===== src/salt_pkg.sv =====
// Shared types and constants for the stack assembly line tokenizer.
`default_nettype none

package salt_pkg;

  localparam int CHAR_W    = 8;
  localparam int OPCODE_W  = 4;
  localparam int OPERAND_W = 32;
  localparam int TOKEN_MAX = 6;
  localparam int TLEN_W    = 3;

  typedef logic [OPCODE_W-1:0] opcode_t;

  localparam opcode_t OP_PUSH   = 4'd0;
  localparam opcode_t OP_DROP   = 4'd1;
  localparam opcode_t OP_DUP    = 4'd2;
  localparam opcode_t OP_SWAP   = 4'd3;
  localparam opcode_t OP_OVER   = 4'd4;
  localparam opcode_t OP_NOT    = 4'd5;
  localparam opcode_t OP_EQ     = 4'd6;
  localparam opcode_t OP_LT     = 4'd7;
  localparam opcode_t OP_JUMP   = 4'd8;
  localparam opcode_t OP_JUMPIF = 4'd9;
  localparam opcode_t OP_ADD    = 4'd10;
  localparam opcode_t OP_PRINT  = 4'd11;
  localparam opcode_t OP_END    = 4'd12;
  localparam opcode_t OP_NONE   = 4'd15;

  localparam logic [CHAR_W-1:0] CH_NUL      = 8'd0;
  localparam logic [CHAR_W-1:0] CH_TAB      = 8'd9;
  localparam logic [CHAR_W-1:0] CH_NL       = 8'd10;
  localparam logic [CHAR_W-1:0] CH_SPACE    = 8'd32;
  localparam logic [CHAR_W-1:0] CH_HASH     = 8'd35;
  localparam logic [CHAR_W-1:0] CH_ZERO     = 8'd48;
  localparam logic [CHAR_W-1:0] CH_NINE     = 8'd57;
  localparam logic [CHAR_W-1:0] CH_UPPER_A  = 8'd65;
  localparam logic [CHAR_W-1:0] CH_UPPER_Z  = 8'd90;
  localparam logic [CHAR_W-1:0] CASE_OFFSET = 8'd32;

  typedef enum logic [2:0] {
    PH_LINE,
    PH_TOKEN,
    PH_GAP,
    PH_DIGITS,
    PH_IGNORE
  } phase_t;

  // Element 0 holds the first character of the token.
  typedef logic [TOKEN_MAX-1:0][CHAR_W-1:0] token_t;

  typedef struct packed {
    phase_t            phase;
    token_t            chars;
    logic [TLEN_W-1:0] len;
    logic              too_long;
    opcode_t           pending;
  } state_t;

  typedef struct packed {
    opcode_t                opcode;
    logic [OPERAND_W-1:0]   operand;
    logic                   overflow;
    logic                   last_of_run;
  } result_t;

  typedef struct packed {
    logic [1:0] count;
    result_t    first;
    result_t    second;
  } step_out_t;

  localparam state_t STATE_RESET = '{
    phase:    PH_LINE,
    chars:    '0,
    len:      '0,
    too_long: 1'b0,
    pending:  OP_NONE
  };

endpackage

`default_nettype wire


===== src/salt_in_if.sv =====
// Character input channel: one source byte and its end flags per word.
`default_nettype none

interface salt_in_if;
  logic                         valid;
  logic                         ready;
  logic [salt_pkg::CHAR_W-1:0]  char_code;
  logic                         end_of_text;
  logic                         byte_present;

  modport source (output valid, char_code, end_of_text, byte_present, input ready);
  modport sink   (input valid, char_code, end_of_text, byte_present, output ready);
endinterface

`default_nettype wire


===== src/salt_out_if.sv =====
// Instruction output channel: one decoded instruction per word.
`default_nettype none

interface salt_out_if;
  logic                           valid;
  logic                           ready;
  logic [salt_pkg::OPCODE_W-1:0]  opcode;
  logic [salt_pkg::OPERAND_W-1:0] operand;
  logic                           overflow;
  logic                           last_of_run;

  modport source (output valid, opcode, operand, overflow, last_of_run, input ready);
  modport sink   (input valid, opcode, operand, overflow, last_of_run, output ready);
endinterface

`default_nettype wire


===== src/salt_step.sv =====
// Combinational next-state and instruction logic for one input word.
`default_nettype none

module salt_step #(
  parameter int OPERAND_BITS = 32
) (
  input  salt_pkg::state_t                cur,
  input  logic [OPERAND_BITS-1:0]         acc,
  input  logic                            acc_ovf,
  input  logic [salt_pkg::CHAR_W-1:0]     char_code,
  input  logic                            end_of_text,
  input  logic                            byte_present,
  output salt_pkg::state_t                nxt,
  output logic [OPERAND_BITS-1:0]         acc_next,
  output logic                            acc_ovf_next,
  output salt_pkg::step_out_t             res
);
  import salt_pkg::*;

  localparam int MN_COUNT = 12;
  localparam int EXT_W = (OPERAND_BITS > OPERAND_W) ? OPERAND_BITS : OPERAND_W;
  localparam logic [CHAR_W-1:0] NB = 8'd0;

  // Mnemonic spellings, zero padded; the table position is the opcode.
  localparam token_t MN_TEXT [MN_COUNT] = '{
    {NB, NB, "h", "s", "u", "p"},
    {NB, NB, "p", "o", "r", "d"},
    {NB, NB, NB, "p", "u", "d"},
    {NB, NB, "p", "a", "w", "s"},
    {NB, NB, "r", "e", "v", "o"},
    {NB, NB, NB, "t", "o", "n"},
    {NB, NB, NB, NB, "q", "e"},
    {NB, NB, NB, NB, "t", "l"},
    {NB, NB, "p", "m", "u", "j"},
    {"f", "i", "p", "m", "u", "j"},
    {NB, NB, NB, "d", "d", "a"},
    {NB, "t", "n", "i", "r", "p"}
  };

  // Token characters past the length are always zero, so a full compare also
  // checks the length.
  function automatic opcode_t match_token(token_t t, logic too_long);
    opcode_t op;
    op = OP_NONE;
    for (int i = 0; i < MN_COUNT; i++) begin
      if (!too_long && t == MN_TEXT[i]) op = opcode_t'(i);
    end
    return op;
  endfunction

  function automatic logic takes_operand(opcode_t op);
    return (op == OP_PUSH) || (op == OP_JUMP) || (op == OP_JUMPIF);
  endfunction

  function automatic result_t make_result(opcode_t op, logic [OPERAND_W-1:0] val,
                                          logic ovf);
    result_t r;
    r.opcode      = op;
    r.operand     = val;
    r.overflow    = ovf;
    r.last_of_run = 1'b0;
    return r;
  endfunction

  logic [CHAR_W-1:0]       c;
  logic                    is_blank;
  logic                    is_nl;
  logic                    is_nul;
  logic                    is_digit;
  phase_t                  line_end_phase;
  opcode_t                 cur_op;
  opcode_t                 mid_op;
  logic [OPERAND_BITS+3:0] acc_x10;
  logic                    acc_carry;
  logic [EXT_W-1:0]        cur_wide;
  logic [EXT_W-1:0]        mid_wide;
  state_t                  mid;
  logic [OPERAND_BITS-1:0] mid_acc;
  logic                    mid_ovf;
  logic                    byte_v;
  result_t                 byte_r;
  logic                    flush_v;
  result_t                 flush_r;
  result_t                 end_r;

  always_comb begin
    c = char_code;
    if (char_code inside {[CH_UPPER_A:CH_UPPER_Z]}) c = char_code + CASE_OFFSET;
  end

  assign is_blank       = (c == CH_SPACE) || (c == CH_TAB);
  assign is_nl          = (c == CH_NL);
  assign is_nul         = (c == CH_NUL);
  assign is_digit       = (c >= CH_ZERO) && (c <= CH_NINE);
  assign line_end_phase = is_nl ? PH_LINE : PH_IGNORE;

  assign cur_op = match_token(cur.chars, cur.too_long);
  assign mid_op = match_token(mid.chars, mid.too_long);

  // Times ten plus the digit, kept four bits wider to see the wrap.
  assign acc_x10 = {1'b0, acc, 3'b000} + {3'b000, acc, 1'b0}
                 + {{OPERAND_BITS{1'b0}}, c[3:0]};
  assign acc_carry = |acc_x10[OPERAND_BITS+3:OPERAND_BITS];

  assign cur_wide = EXT_W'(acc);
  assign mid_wide = EXT_W'(mid_acc);

  // Byte stage: effect of the character itself.
  always_comb begin
    mid     = cur;
    mid_acc = acc;
    mid_ovf = acc_ovf;
    byte_v  = 1'b0;
    byte_r  = make_result(OP_NONE, '0, 1'b0);
    if (byte_present) begin
      case (cur.phase)
        PH_TOKEN: begin
          if (is_blank || is_nl || is_nul) begin
            if (takes_operand(cur_op)) begin
              mid.pending = cur_op;
              mid_acc     = '0;
              mid_ovf     = 1'b0;
              if (is_blank) begin
                mid.phase = PH_GAP;
              end else begin
                byte_v    = 1'b1;
                byte_r    = make_result(cur_op, '0, 1'b0);
                mid.phase = line_end_phase;
              end
            end else begin
              if (cur_op != OP_NONE) begin
                byte_v = 1'b1;
                byte_r = make_result(cur_op, '0, 1'b0);
              end
              mid.phase = is_blank ? PH_IGNORE : line_end_phase;
            end
          end else if (cur.len < TLEN_W'(TOKEN_MAX)) begin
            mid.chars[cur.len] = c;
            mid.len            = cur.len + TLEN_W'(1);
          end else begin
            mid.too_long = 1'b1;
          end
        end
        PH_GAP, PH_DIGITS: begin
          if (is_digit) begin
            mid_acc   = acc_x10[OPERAND_BITS-1:0];
            mid_ovf   = acc_ovf | acc_carry;
            mid.phase = PH_DIGITS;
          end else if (!(cur.phase == PH_GAP && is_blank)) begin
            byte_v    = 1'b1;
            byte_r    = make_result(cur.pending, cur_wide[OPERAND_W-1:0], acc_ovf);
            mid.phase = line_end_phase;
          end
        end
        PH_IGNORE: begin
          if (is_nl) mid.phase = PH_LINE;
        end
        default: begin
          if (is_blank || is_nl) begin
            mid.phase = PH_LINE;
          end else if (c == CH_HASH || is_nul) begin
            mid.phase = PH_IGNORE;
          end else begin
            mid.chars    = '0;
            mid.chars[0] = c;
            mid.len      = TLEN_W'(1);
            mid.too_long = 1'b0;
            mid.phase    = PH_TOKEN;
          end
        end
      endcase
    end
  end

  // Next state: end of text returns everything to the reset values.
  always_comb begin
    if (end_of_text) begin
      nxt          = STATE_RESET;
      acc_next     = '0;
      acc_ovf_next = 1'b0;
    end else begin
      nxt          = mid;
      acc_next     = mid_acc;
      acc_ovf_next = mid_ovf;
    end
  end

  // Results: the byte's instruction; at end of text, that or the flushed one, then the end marker.
  always_comb begin
    flush_v = 1'b0;
    flush_r = make_result(OP_NONE, '0, 1'b0);
    end_r   = make_result(OP_END, '0, 1'b0);
    end_r.last_of_run = 1'b1;
    if (mid.phase == PH_TOKEN) begin
      flush_v = (mid_op != OP_NONE);
      flush_r = make_result(mid_op, '0, 1'b0);
    end else if (mid.phase == PH_GAP || mid.phase == PH_DIGITS) begin
      flush_v = 1'b1;
      flush_r = make_result(mid.pending, mid_wide[OPERAND_W-1:0], mid_ovf);
    end

    res.first  = byte_r;
    res.second = end_r;
    if (!end_of_text) begin
      res.count             = {1'b0, byte_v};
      res.first.last_of_run = 1'b1;
    end else if (byte_v) begin
      res.count = 2'd2;
    end else if (flush_v) begin
      res.count = 2'd2;
      res.first = flush_r;
    end else begin
      res.count = 2'd1;
      res.first = end_r;
    end
  end

endmodule

`default_nettype wire


===== src/salt_outbuf.sv =====
// Two-entry output buffer that drains the instructions of one word in order.
`default_nettype none

module salt_outbuf (
  input  logic                 clk,
  input  logic                 rst,
  input  logic                 load,
  input  salt_pkg::step_out_t  res,
  output logic                 room,
  salt_out_if.source           tokens
);
  import salt_pkg::*;

  result_t slot0;
  result_t slot1;
  logic    v0;
  logic    v1;
  logic    pop;
  logic    fill;

  assign pop  = v0 && tokens.ready;
  assign room = !v1 && (!v0 || pop);
  assign fill = load && (res.count != 2'd0);

  always_ff @(posedge clk) begin
    if (rst) begin
      v0 <= 1'b0;
      v1 <= 1'b0;
    end else if (fill) begin
      v0 <= 1'b1;
      v1 <= (res.count == 2'd2);
    end else if (pop) begin
      v0 <= v1;
      v1 <= 1'b0;
    end
  end

  always_ff @(posedge clk) begin
    if (fill) begin
      slot0 <= res.first;
      slot1 <= res.second;
    end else if (pop) begin
      slot0 <= slot1;
    end
  end

  assign tokens.valid       = v0;
  assign tokens.opcode      = slot0.opcode;
  assign tokens.operand     = slot0.operand;
  assign tokens.overflow    = slot0.overflow;
  assign tokens.last_of_run = slot0.last_of_run;

  a_second_needs_first: assert property (@(posedge clk) disable iff (rst)
    v1 |-> v0)
    else $error("second output entry held without a first");

  a_end_is_last: assert property (@(posedge clk) disable iff (rst)
    (v0 && slot0.opcode == OP_END) |-> slot0.last_of_run)
    else $error("end marker not flagged as last of its word");

endmodule

`default_nettype wire


===== src/stack_asm_line_tokenizer.sv =====
// Top level of the stack assembly line tokenizer.
// An accepted word passes the input register, then the output buffer, before it is shown.
// Throughput: one word per cycle while each word yields at most one instruction and the
// output takes every instruction; a word that yields two (an instruction and the end marker)
// holds the input until the first has left; the two-entry output buffer and the input register set this.
// Reset (rst, synchronous) returns the tokenizer to the start of a line.
`default_nettype none

module stack_asm_line_tokenizer #(
  parameter int OPERAND_BITS = 32
) (
  input  logic        clk,
  input  logic        rst,
  salt_in_if.sink     text,
  salt_out_if.source  tokens
);
  import salt_pkg::*;

  // Input register: holds one word until its instructions fit the buffer.
  logic                s1_v;
  logic [CHAR_W-1:0]   s1_char;
  logic                s1_eot;
  logic                s1_present;

  // Tokenizer state.
  state_t                  st;
  logic [OPERAND_BITS-1:0] acc;
  logic                    acc_ovf;

  state_t                  st_next;
  logic [OPERAND_BITS-1:0] acc_next;
  logic                    acc_ovf_next;
  step_out_t               step_res;
  logic                    room;
  logic                    go;
  logic                    advance;

  // A word that yields nothing never waits; otherwise the buffer must have
  // space for both possible instructions.
  assign go      = (step_res.count == 2'd0) || room;
  assign advance = s1_v && go;

  assign text.ready = !s1_v || go;

  always_ff @(posedge clk) begin
    if (rst) begin
      s1_v <= 1'b0;
    end else if (text.ready) begin
      s1_v <= text.valid;
    end
  end

  always_ff @(posedge clk) begin
    if (text.ready && text.valid) begin
      s1_char    <= text.char_code;
      s1_eot     <= text.end_of_text;
      s1_present <= text.byte_present;
    end
  end

  // The state moves only when the registered word is consumed.
  always_ff @(posedge clk) begin
    if (rst) begin
      st      <= STATE_RESET;
      acc     <= '0;
      acc_ovf <= 1'b0;
    end else if (advance) begin
      st      <= st_next;
      acc     <= acc_next;
      acc_ovf <= acc_ovf_next;
    end
  end

  salt_step #(
    .OPERAND_BITS(OPERAND_BITS)
  ) u_step (
    .cur          (st),
    .acc          (acc),
    .acc_ovf      (acc_ovf),
    .char_code    (s1_char),
    .end_of_text  (s1_eot),
    .byte_present (s1_present),
    .nxt          (st_next),
    .acc_next     (acc_next),
    .acc_ovf_next (acc_ovf_next),
    .res          (step_res)
  );

  salt_outbuf u_outbuf (
    .clk    (clk),
    .rst    (rst),
    .load   (advance),
    .res    (step_res),
    .room   (room),
    .tokens (tokens)
  );

  a_end_resets: assert property (@(posedge clk) disable iff (rst)
    (advance && s1_eot) |=> (st.phase == PH_LINE && st.pending == OP_NONE))
    else $error("state not back at line start after end of text");

  a_operand_pending: assert property (@(posedge clk) disable iff (rst)
    (st.phase == PH_GAP || st.phase == PH_DIGITS) |->
      (st.pending == OP_PUSH || st.pending == OP_JUMP || st.pending == OP_JUMPIF))
    else $error("operand phase without an operand mnemonic");

  a_token_length: assert property (@(posedge clk) disable iff (rst)
    (st.phase == PH_TOKEN) |-> (st.len != '0 && st.len <= TLEN_W'(TOKEN_MAX)))
    else $error("token length out of range");

endmodule

`default_nettype wire

===== src/flat_wrapper.sv =====
// flat-port wrapper written by rule: the top's interface ports become plain ports
module stack_asm_line_tokenizer_flat import salt_pkg::*;
#(
  parameter int OPERAND_BITS = 32
)
  (clk, rst, text_valid, text_char_code, text_end_of_text, text_byte_present, text_ready, tokens_valid, tokens_opcode, tokens_operand, tokens_overflow, tokens_last_of_run, tokens_ready);
  salt_in_if text_i ();
  salt_out_if tokens_i ();
  input  logic clk;
  input  logic rst;
  input wire logic [$bits(text_i.valid)-1:0] text_valid;
  input wire logic [$bits(text_i.char_code)-1:0] text_char_code;
  input wire logic [$bits(text_i.end_of_text)-1:0] text_end_of_text;
  input wire logic [$bits(text_i.byte_present)-1:0] text_byte_present;
  output wire logic [$bits(text_i.ready)-1:0] text_ready;
  output wire logic [$bits(tokens_i.valid)-1:0] tokens_valid;
  output wire logic [$bits(tokens_i.opcode)-1:0] tokens_opcode;
  output wire logic [$bits(tokens_i.operand)-1:0] tokens_operand;
  output wire logic [$bits(tokens_i.overflow)-1:0] tokens_overflow;
  output wire logic [$bits(tokens_i.last_of_run)-1:0] tokens_last_of_run;
  input wire logic [$bits(tokens_i.ready)-1:0] tokens_ready;
  assign text_i.valid = text_valid;
  assign text_i.char_code = text_char_code;
  assign text_i.end_of_text = text_end_of_text;
  assign text_i.byte_present = text_byte_present;
  assign text_ready = text_i.ready;
  assign tokens_valid = tokens_i.valid;
  assign tokens_opcode = tokens_i.opcode;
  assign tokens_operand = tokens_i.operand;
  assign tokens_overflow = tokens_i.overflow;
  assign tokens_last_of_run = tokens_i.last_of_run;
  assign tokens_i.ready = tokens_ready;
  stack_asm_line_tokenizer #(.OPERAND_BITS(OPERAND_BITS)) u_core (.clk(clk), .rst(rst), .text(text_i), .tokens(tokens_i));
endmodule

===== config.mk =====
export PLATFORM = sky130hd
export DESIGN_NAME = stack_asm_line_tokenizer_flat
export DESIGN_NICKNAME = d
export VERILOG_FILES = /design/src/salt_pkg.sv /design/src/salt_in_if.sv /design/src/salt_out_if.sv /design/src/salt_step.sv /design/src/salt_outbuf.sv /design/src/stack_asm_line_tokenizer.sv /design/src/flat_wrapper.sv
export SDC_FILE = /design/constraint.sdc
export NUM_CORES = 1
export LEC_CHECK = 0
export ABC_AREA = 1
export BUFFER_PORTS_ARGS = -buffer_cell sky130_fd_sc_hd__buf_2
export CAP_MARGIN = 40
export CELL_PAD_IN_SITES_DETAIL_PLACEMENT = 1
export CELL_PAD_IN_SITES_GLOBAL_PLACEMENT = 1
export CORE_MARGIN = 5
export CORE_UTILIZATION = 46
export DETAILED_ROUTE_END_ITERATION = 16
export PLACE_DENSITY_LB_ADDON = 0.12
export SLEW_MARGIN = 20
export SYNTH_ARGS = -nofsm -noshare
export SYNTH_HDL_FRONTEND = slang
export SYNTH_SLANG_ARGS = --single-unit

===== constraint.sdc =====
create_clock -name clk -period 4.75 [get_ports clk]
set_input_delay 1.425 -clock clk [delete_from_list [all_inputs] [get_ports clk]]
set_output_delay 1.425 -clock clk [all_outputs]
set_load 0.1 [all_outputs]

==> run summary, run 1 <==
Crit Path Class: register to primary output
num rows: 62
Post-DP HPWL: 41.5 mm
PwrDens: 253 nW/um^2
I/O pin total: 54
Die Width: 180 um
Worst Tran Pin Value: 757 ps
clock root buffer: clkbuf_16
Slew Viols, Final: 0
Die H: 180 um
Synth Area in Simple Gates: 0.364
Hold Buf Count CTS: 0
TritonCTS clock tree: done
Post-Syn Instances: 2072
status: completed
die footprint: 32400 um^2
Min Clock Period, post-route: 4710 ps
Post-synth EDFFs: 48
grt ovf: 0
Skew-Pair Late Insertion Delay: 460 ps
commonest non-fill, non-tap cell in the layout: nand2_1
P_leak: 6.46 nW
vias per cell: 6.03
Core ar.: 28600 um^2
Final Util: 0.530
synthesis warning total: 0
Hold Fails Final Rpt: 0
first-pass GRT wire length: 87.3 mm
total power: 3.83 mW
Post-synth ARST share: 0
GRT Util Overall: 0.334
Starting Density: 0.465
depth of the CTS H-tree: 4
Startpoint Class: register
clock net sink count: 143
unrepaired setup endpoints after global routing: true
synthesized area: 13300 um^2
clk_skew: 11.7 ps
complex-gate fraction of the synthesized area: 0.207
fraction of layout instances using a drive strength above 1: 0.155
detailed-route via count: 15326
slew margin rel.: 0.496
Synthesized Nets: 2154
Area Growth Syn to Fin: 13.9%
top achievable clock speed: 212 MHz
Synth Area in XOR/XNOR: 0.0132
initial antenna violation count: 1
Setup WS post-layout: 36.7 ps
crit path max fanout: 7
vias in the first global route: 16034
register bit count reported by yosys: 143
clock buffer count from CTS: 17
worst-case clock buffer depth: 2
Placement Setup Slack: -111 ps
clock-pin slew on the worst setup and hold paths: 70 ps
post-route ant nets: 0
diode count: 0
R2R Setup Slk: 110 ps
Post-synth top flop: dfxtp_1
RePlAce Congestion: 1.00
Setup-failing EPs final: 0
Avg Cell Area, Syn: 6.42 um^2
CP endpoint kind: primary output
hold slack: 518 ps
Netlist cell types: 63
Synth Area in Adders: 0.0651
Tcrit/Tclk final: 0.992
design area: 15200 um^2
multiplexer share of the synthesized area: 0.000752
max_cap viols: 0
CP Data Arrival Time: 3290 ps
worst hold path class: register to register
post-synthesis sequential area ratio: 0.251
largest family of logic cells by synthesized area: simple AND/OR/NAND/NOR gates
Pre-antenna DRT Iters: 5
most frequent cells in the layout: nand2_1, nor2_1, inv_1, o21ai_0, nand3_1
total wire length: 55.9 mm
largest net degree at the start of global routing: 59
Worst Path Required: 3320 ps
initial drt markers: 1053
Placed Area: 14200 um^2
Worst VDD drop: 0.256 mV
DRC Markers: 0
routed wire length per instance: 22.0 um
PortBufs: 53
Final nets: 2227
[kinds of logic after synthesis]
logic type / after synthesis
and+or+nand+nor: 1067
AOI/OAI and AO/OA: 455
buffers and inverters: 318
DFF: 143
adders and majority gates: 68
xor gates and xnor gates: 20
muxes: 1
[power by group]
group	leakage (nW)	total, mW	switching (mW)	internal [mW]
sequential	1.22	1.40	0.0773	1.32
clock	0.297	1.40	0.626	0.769
combinational	4.95	1.03	0.759	0.274
[state kept, by name, indices dropped and copies added (netlist names), 4 cells and up]
register,flops
u_core.st,59
u_core.acc,32
u_core.u_outbuf.tokens.operand,32
u_core.s1_char,8
u_core.u_outbuf.tokens.opcode,4
[repair_timing]
action                                 CTS  global route
cloned                                   0             1
setup endpoints to repair               11            22
buffers inserted                         4            12
pin swaps                                5            10
resized for setup                       19            56
endpoints found under the hold margin    0             0
[synthesized netlist by cell type (10+ instances only)]
cell	n	area, um^2
ha_1	66	826
nand3_1	141	706
nor3_1	43	215
a211oi_1	64	480
nor2_2	19	119
dfxtp_1	95	1900
o22ai_1	26	163
nor2_1	268	1010
inv_2	15	56.3
nor4_1	25	156
buf_4	10	75.1
o211ai_1	19	143
o21ai_0	157	786
clkbuf_1	42	158
a22oi_1	25	188
edfxtp_1	48	1440
buf_2	27	135
xor2_1	10	87.6
nand2_4	13	146
a21oi_1	98	490
inv_1	209	785
nand4_1	38	238
nand2_1	469	1760
xnor2_1	10	87.6
nand2_2	17	106
a31oi_1	16	100
nor2_4	14	158
[path summary, 6_finish.rpt]
check                           cells after the start                                to         startpoint
worst max-delay path                               16                        text_ready  u_core.s1_char[2]
worst min-delay path                                2                      u_core.st[1]       u_core.st[1]
worst max register to register                     24  u_core.u_outbuf.tokens.opcode[2]  u_core.s1_char[3]
worst min register to register                      2                      u_core.st[1]       u_core.st[1]
[cell type report]
cell class              instances  area, um^2
fillers                      3948       13500
multi-input cells            1612        8910
flip-flops and latches        143        3350
repair buffers                142         971
inverters                     229         862
clock buffers                  21         503
well taps                     384         480
clock inverters                11        88.8
[layer usage]
metal | wire length [um] | share of wire | vias to the layer above | global-route usage
met5 | 13 | 0.00023 | - | 0
met4 | 2640 | 0.047 | 2 | 0.158
met2 | 27800 | 0.50 | 480 | 0.601
li1 | - | - | 7222 | -
met3 | 2700 | 0.048 | 158 | 0.0535
met1 | 22800 | 0.41 | 7464 | 0.387
[metrics by stage]
stage | setup TNS [ps] | instances
3_3_place_gp | 0 | 2492
6_report | 0 | 2542
4_1_cts | -35.6 | 2529
2_1_floorplan | 0 | 2072
5_1_grt | -156 | 2542
3_5_place_dp | -111 | 2493
[worst max-delay path, stage by stage (launching register included)]
cell and delay, ps:
edfxtp_1 400, buf_4 170, buf_4 130, nor2_4 130
nand2_4 90, a21oi_4 160, nand3_1 140, nand2_4 100
buf_4 230, nand4_4 220, nand4_4 230, nand2_4 90
nor2_1 150, o311ai_2 150, nand3_2 150, nand3_4 100
buf_12 180
No activity file was read; power rests on OpenSTA's default activity.
==> run 2, diff against run 1 <==
==> constraint.sdc (replaced) <==
create_clock -name clk -period 4.75 [get_ports clk]
set_input_delay 0.475 -clock clk [delete_from_list [all_inputs] [get_ports clk]]
set_output_delay 0.475 -clock clk [all_outputs]
set_load 0.1 [all_outputs]
==> run summary, run 2 (synthesis gave the netlist of run 1 again) <==
first-pass GRT wire length: 84.9 mm
PortBufs: 53
Slew Viols, Final: 0
switching pwr: 1.41 mW
clock buffer count from CTS: 17
total wire length: 54.3 mm
Post-DP HPWL: 40.8 mm
hold slack: 205 ps
initial antenna violation count: 0
combinational share of power: 0.269
register share of total power: 0.369
clock net sink count: 143
Setup-failing EPs final: 0
Placement Setup Slack: 37.4 ps
internal power: 2.38 mW
most used cell along the critical path: nand2_1
fraction of layout instances using a drive strength above 1: 0.124
post-route ant nets: 0
clock-pin slew on the worst setup and hold paths: 70 ps
Worst VDD drop: 0.263 mV
CP endpoint kind: register
worst-case clock buffer depth: 2
setup TNS: 0 ps
design area: 14900 um^2
Area Growth Syn to Fin: 12.1%
TritonCTS clock tree: done
Startpoint Class: register
clock root buffer: clkbuf_16
clk_skew: 10.2 ps
depth of the CTS H-tree: 4
Worst Path Required: 4940 ps
Skew-Pair Late Insertion Delay: 450 ps
slew margin rel.: 0.467
grt ovf: 0
Most flops, register: u_core.st
most frequent cells in the layout: nand2_1, nor2_1, inv_1, o21ai_0, nand3_1
routed wire length per instance: 21.5 um
detailed-route via count: 15270
Die H: 180 um
DRC Markers: 0
I/O pin total: 54
Hold Buf Count CTS: 0
num rows: 62
Hold Fails Final Rpt: 0
Final Util: 0.521
Placed Area: 14200 um^2
power share of the clock group: 0.362
P_leak: 6.36 nW
Tcrit/Tclk final: 0.955
worst hold path class: input port to register
commonest non-fill, non-tap cell in the layout: nand2_1
vias per cell: 6.05
CP Data Arrival Time: 4730 ps
Crit Path Class: register to register
Final nets: 2210
Sw Ratio: 0.371
Pre-antenna DRT Iters: 7
post-route insts no fill: 2525
max reg flops: 59
die footprint: 32400 um^2
PwrDens: 254 nW/um^2
max_cap viols: 0
Min Clock Period, post-route: 4540 ps
largest net degree at the start of global routing: 55
Die Width: 180 um
Starting Density: 0.465
diode count: 0
crit path max fanout: 24
placed insts: 2479
top achievable clock speed: 220 MHz
GRT Util Overall: 0.324
vias in the first global route: 15467
largest stage delay on the critical path: 490 ps
status: completed
initial drt markers: 1259
total power: 3.79 mW
Setup WS post-layout: 214 ps
Slowest cell on crit path: edfxtp_1
Core ar.: 28600 um^2
RePlAce Congestion: 0.988
Worst Tran Pin Value: 790 ps
## run 2: cell type report
cell class	instances	area [um^2]
Clock inverter	10	114
Multi-Input combinational cell	1612	8730
Inverter	229	870
Tap cell	384	480
Clock buffer	22	454
Timing Repair Buffer	125	916
Sequential cell	143	3340
Fill cell	3868	13700
## run 2: path summary, 6_finish.rpt
path                          start                          endpoint  slack, ps  cells past startpoint
setup / recovery  u_core.s1_char[0]  u_core.u_outbuf.tokens.opcode[1]        210                     30
setup reg to reg  u_core.s1_char[0]  u_core.u_outbuf.tokens.opcode[1]        210                     30
hold reg to reg        u_core.st[2]                      u_core.st[2]        500                      2
hold / removal    text_char_code[5]                 u_core.s1_char[5]        200                      1
## run 2: timing repair
item / in CTS / in global routing
pin swaps: 0 / 5
endpoints found under the setup margin: 2 / 20
setup buffers: 0 / 13
cloned: 0 / 1
resized for setup: 2 / 26
## run 2: power by group through the flow
stage / Clock (mW) / Sequential (mW) / Combinational, mW
2_1_floorplan: 0 / 1.52 / 0.582
3_3_place_gp: 0 / 1.42 / 0.948
3_5_place_dp: 0 / 1.43 / 0.976
4_1_cts: 1.38 / 1.40 / 0.985
5_1_grt: 1.45 / 1.41 / 1.10
6_report: 1.37 / 1.40 / 1.02
## run 2: routing by layer
metal  vias to the layer above  share of wire  track usage
met3                       149          0.048       0.0468
met1                      7443           0.41        0.392
met2                       494           0.49        0.569
met4                         0          0.052        0.153
li1                       7184              -            -
met5                         -              0            0
## run 2: critical path: cells and delay by family, from the launching register on
| kind | cells | cell delay [ps] |
|---|---|---|
| buffers and inverters | 3 | 490 |
| AND/OR/NAND/NOR | 26 | 3110 |
| flip-flops | 1 | 490 |
| AO/OA/AOI/OAI | 1 | 160 |
==> run 3, diff against run 2 <==
GPL_TIMING_DRIVEN = 0   (was unset)
==> run summary, run 3 (synthesis gave the netlist of run 1 again) <==
CP Data Arrival Time: 4880 ps
Top Family by Delay on Critical Path: simple AND/OR/NAND/NOR gates
routed wire length per instance: 22.9 um
max_cap viols: 0
highest routed layer: met4
first-pass GRT wire length: 90.6 mm
Worst Tran Pin Value: 859 ps
Slowest cell on crit path: edfxtp_1
I/O pin total: 54
grt ovf: 0
Die H: 180 um
Filler cells: 3898
largest stage delay on the critical path: 400 ps
post-route insts no fill: 2550
clk_skew: 10.8 ps
slew margin rel.: 0.427
largest net degree at the start of global routing: 32
Worst Path Required: 4950 ps
Pre-antenna DRT Iters: 5
clock-pin slew on the worst setup and hold paths: 70 ps
Skew-Pair Late Insertion Delay: 450 ps
detailed-route via count: 15565
Final nets: 2235
clock buffer count from CTS: 17
vias per cell: 6.10
Tcrit/Tclk final: 0.984
Min Clock Period, post-route: 4680 ps
r2r startpoint: u_core.s1_char[1]
beginning of the critical path: u_core.s1_char[1]
initial drt markers: 1277
Area Growth Syn to Fin: 11.7%
worst hold path class: input port to register
RePlAce Congestion: 0.949
total wire length: 58.5 mm
CP endpoint kind: register
post-route ant nets: 0
die footprint: 32400 um^2
most used cell along the critical path: nand2_1
hold path start: text_end_of_text
clock root buffer: clkbuf_16
most frequent cells in the layout: nand2_1, nor2_1, inv_1, o21ai_0, nand3_1
Placement Setup Slack: -397 ps
Most flops, register: u_core.st
depth of the CTS H-tree: 4
Hold Buf Count CTS: 0
Register Area: 3340 um^2
initial antenna violation count: 0
Final Util: 0.519
worst-case clock buffer depth: 2
Crit Path Class: register to register
Starting Density: 0.465
Slew Viols, Final: 0
Startpoint Class: register
Hold Fails Final Rpt: 0
PwrDens: 254 nW/um^2
met1 wire length: 22.6 mm
commonest non-fill, non-tap cell in the layout: nand2_1
multi-input logic area: 8780 um^2
Core ar.: 28600 um^2
DRC Markers: 0
WP buf/inv: 4
diode count: 0
met3 wire len: 3.39 mm
PortBufs: 53
TritonCTS clock tree: done
max reg flops: 59
Setup WS post-layout: 74.4 ps
Die Width: 180 um
placed insts: 2510
P_leak: 6.25 nW
Met2 Routed Length: 27.8 mm
vias in the first global route: 16103
setup TNS: 0 ps
unrepaired setup endpoints after global routing: true
Post-DP HPWL: 45.9 mm
crit path max fanout: 10
fraction of layout instances using a drive strength above 1: 0.121
status: completed
top achievable clock speed: 214 MHz
Setup-failing EPs final: 0
clock net sink count: 143
Worst VDD drop: 0.199 mV
GRT Util Overall: 0.351
num rows: 62
-- run 3: changes by cell type in the layout (fill, tap and decap cells not counted), sizes merged --
cell      change
bufinv        -2
clkinv        -4
buf          -18
inv           +4
clkbuf       +41
nor2          -1
clkinvlp      +5
-- run 3: worst paths after layout --
path | to | slack [ps] | cells after the start
max | u_core.u_outbuf.tokens.opcode[2] | 70 | 26
min | u_core.s1_eot | 200 | 1
max reg2reg | u_core.u_outbuf.tokens.opcode[2] | 70 | 26
min reg2reg | u_core.st[2] | 510 | 2
-- run 3: metal layers --
| metal | track usage | vias up |
|---|---|---|
| li1 | - | 7264 |
| met2 | 0.609 | 609 |
| met3 | 0.0513 | 238 |
| met1 | 0.399 | 7454 |
| met4 | 0.238 | 0 |
| met5 | 0 | - |
-- run 3: area by class of cell --
type | instances | area share
plain buffers | 88 | 0.0311
clock buffers | 19 | 0.0313
clock inverters | 13 | 0.00691
inverters | 229 | 0.0584
multi-input cells | 1611 | 0.591
flip-flops and latches | 143 | 0.225
well taps | 384 | 0.0323
repair buffers | 63 | 0.0236
-- run 3: power breakdown --
group	switching [mW]	total (mW)	internal [mW]	leakage [nW]
Sequential	0.0760	1.40	1.32	1.21
Combinational	0.777	1.04	0.259	4.78
Clock	0.624	1.34	0.719	0.260
Total	1.48	3.78	2.30	6.25
-- run 3: metrics by stage --
step | instance area, um^2 | hold WS (ps) | power, mW
after floorplan | 13300 | 456 | 2.10
after global placement | 14000 | 484 | 2.38
after detailed placement | 14100 | 494 | 2.42
after CTS | 14700 | 197 | 3.74
after global routing | 14900 | 201 | 3.93
final | 14900 | 199 | 3.78
-- run 3: repair_timing --
action                     in CTS  in global routing
pin swaps                       1                  3
resized for setup              17                 34
setup buffers                   3                  5
setup endpoints to repair      43                 78
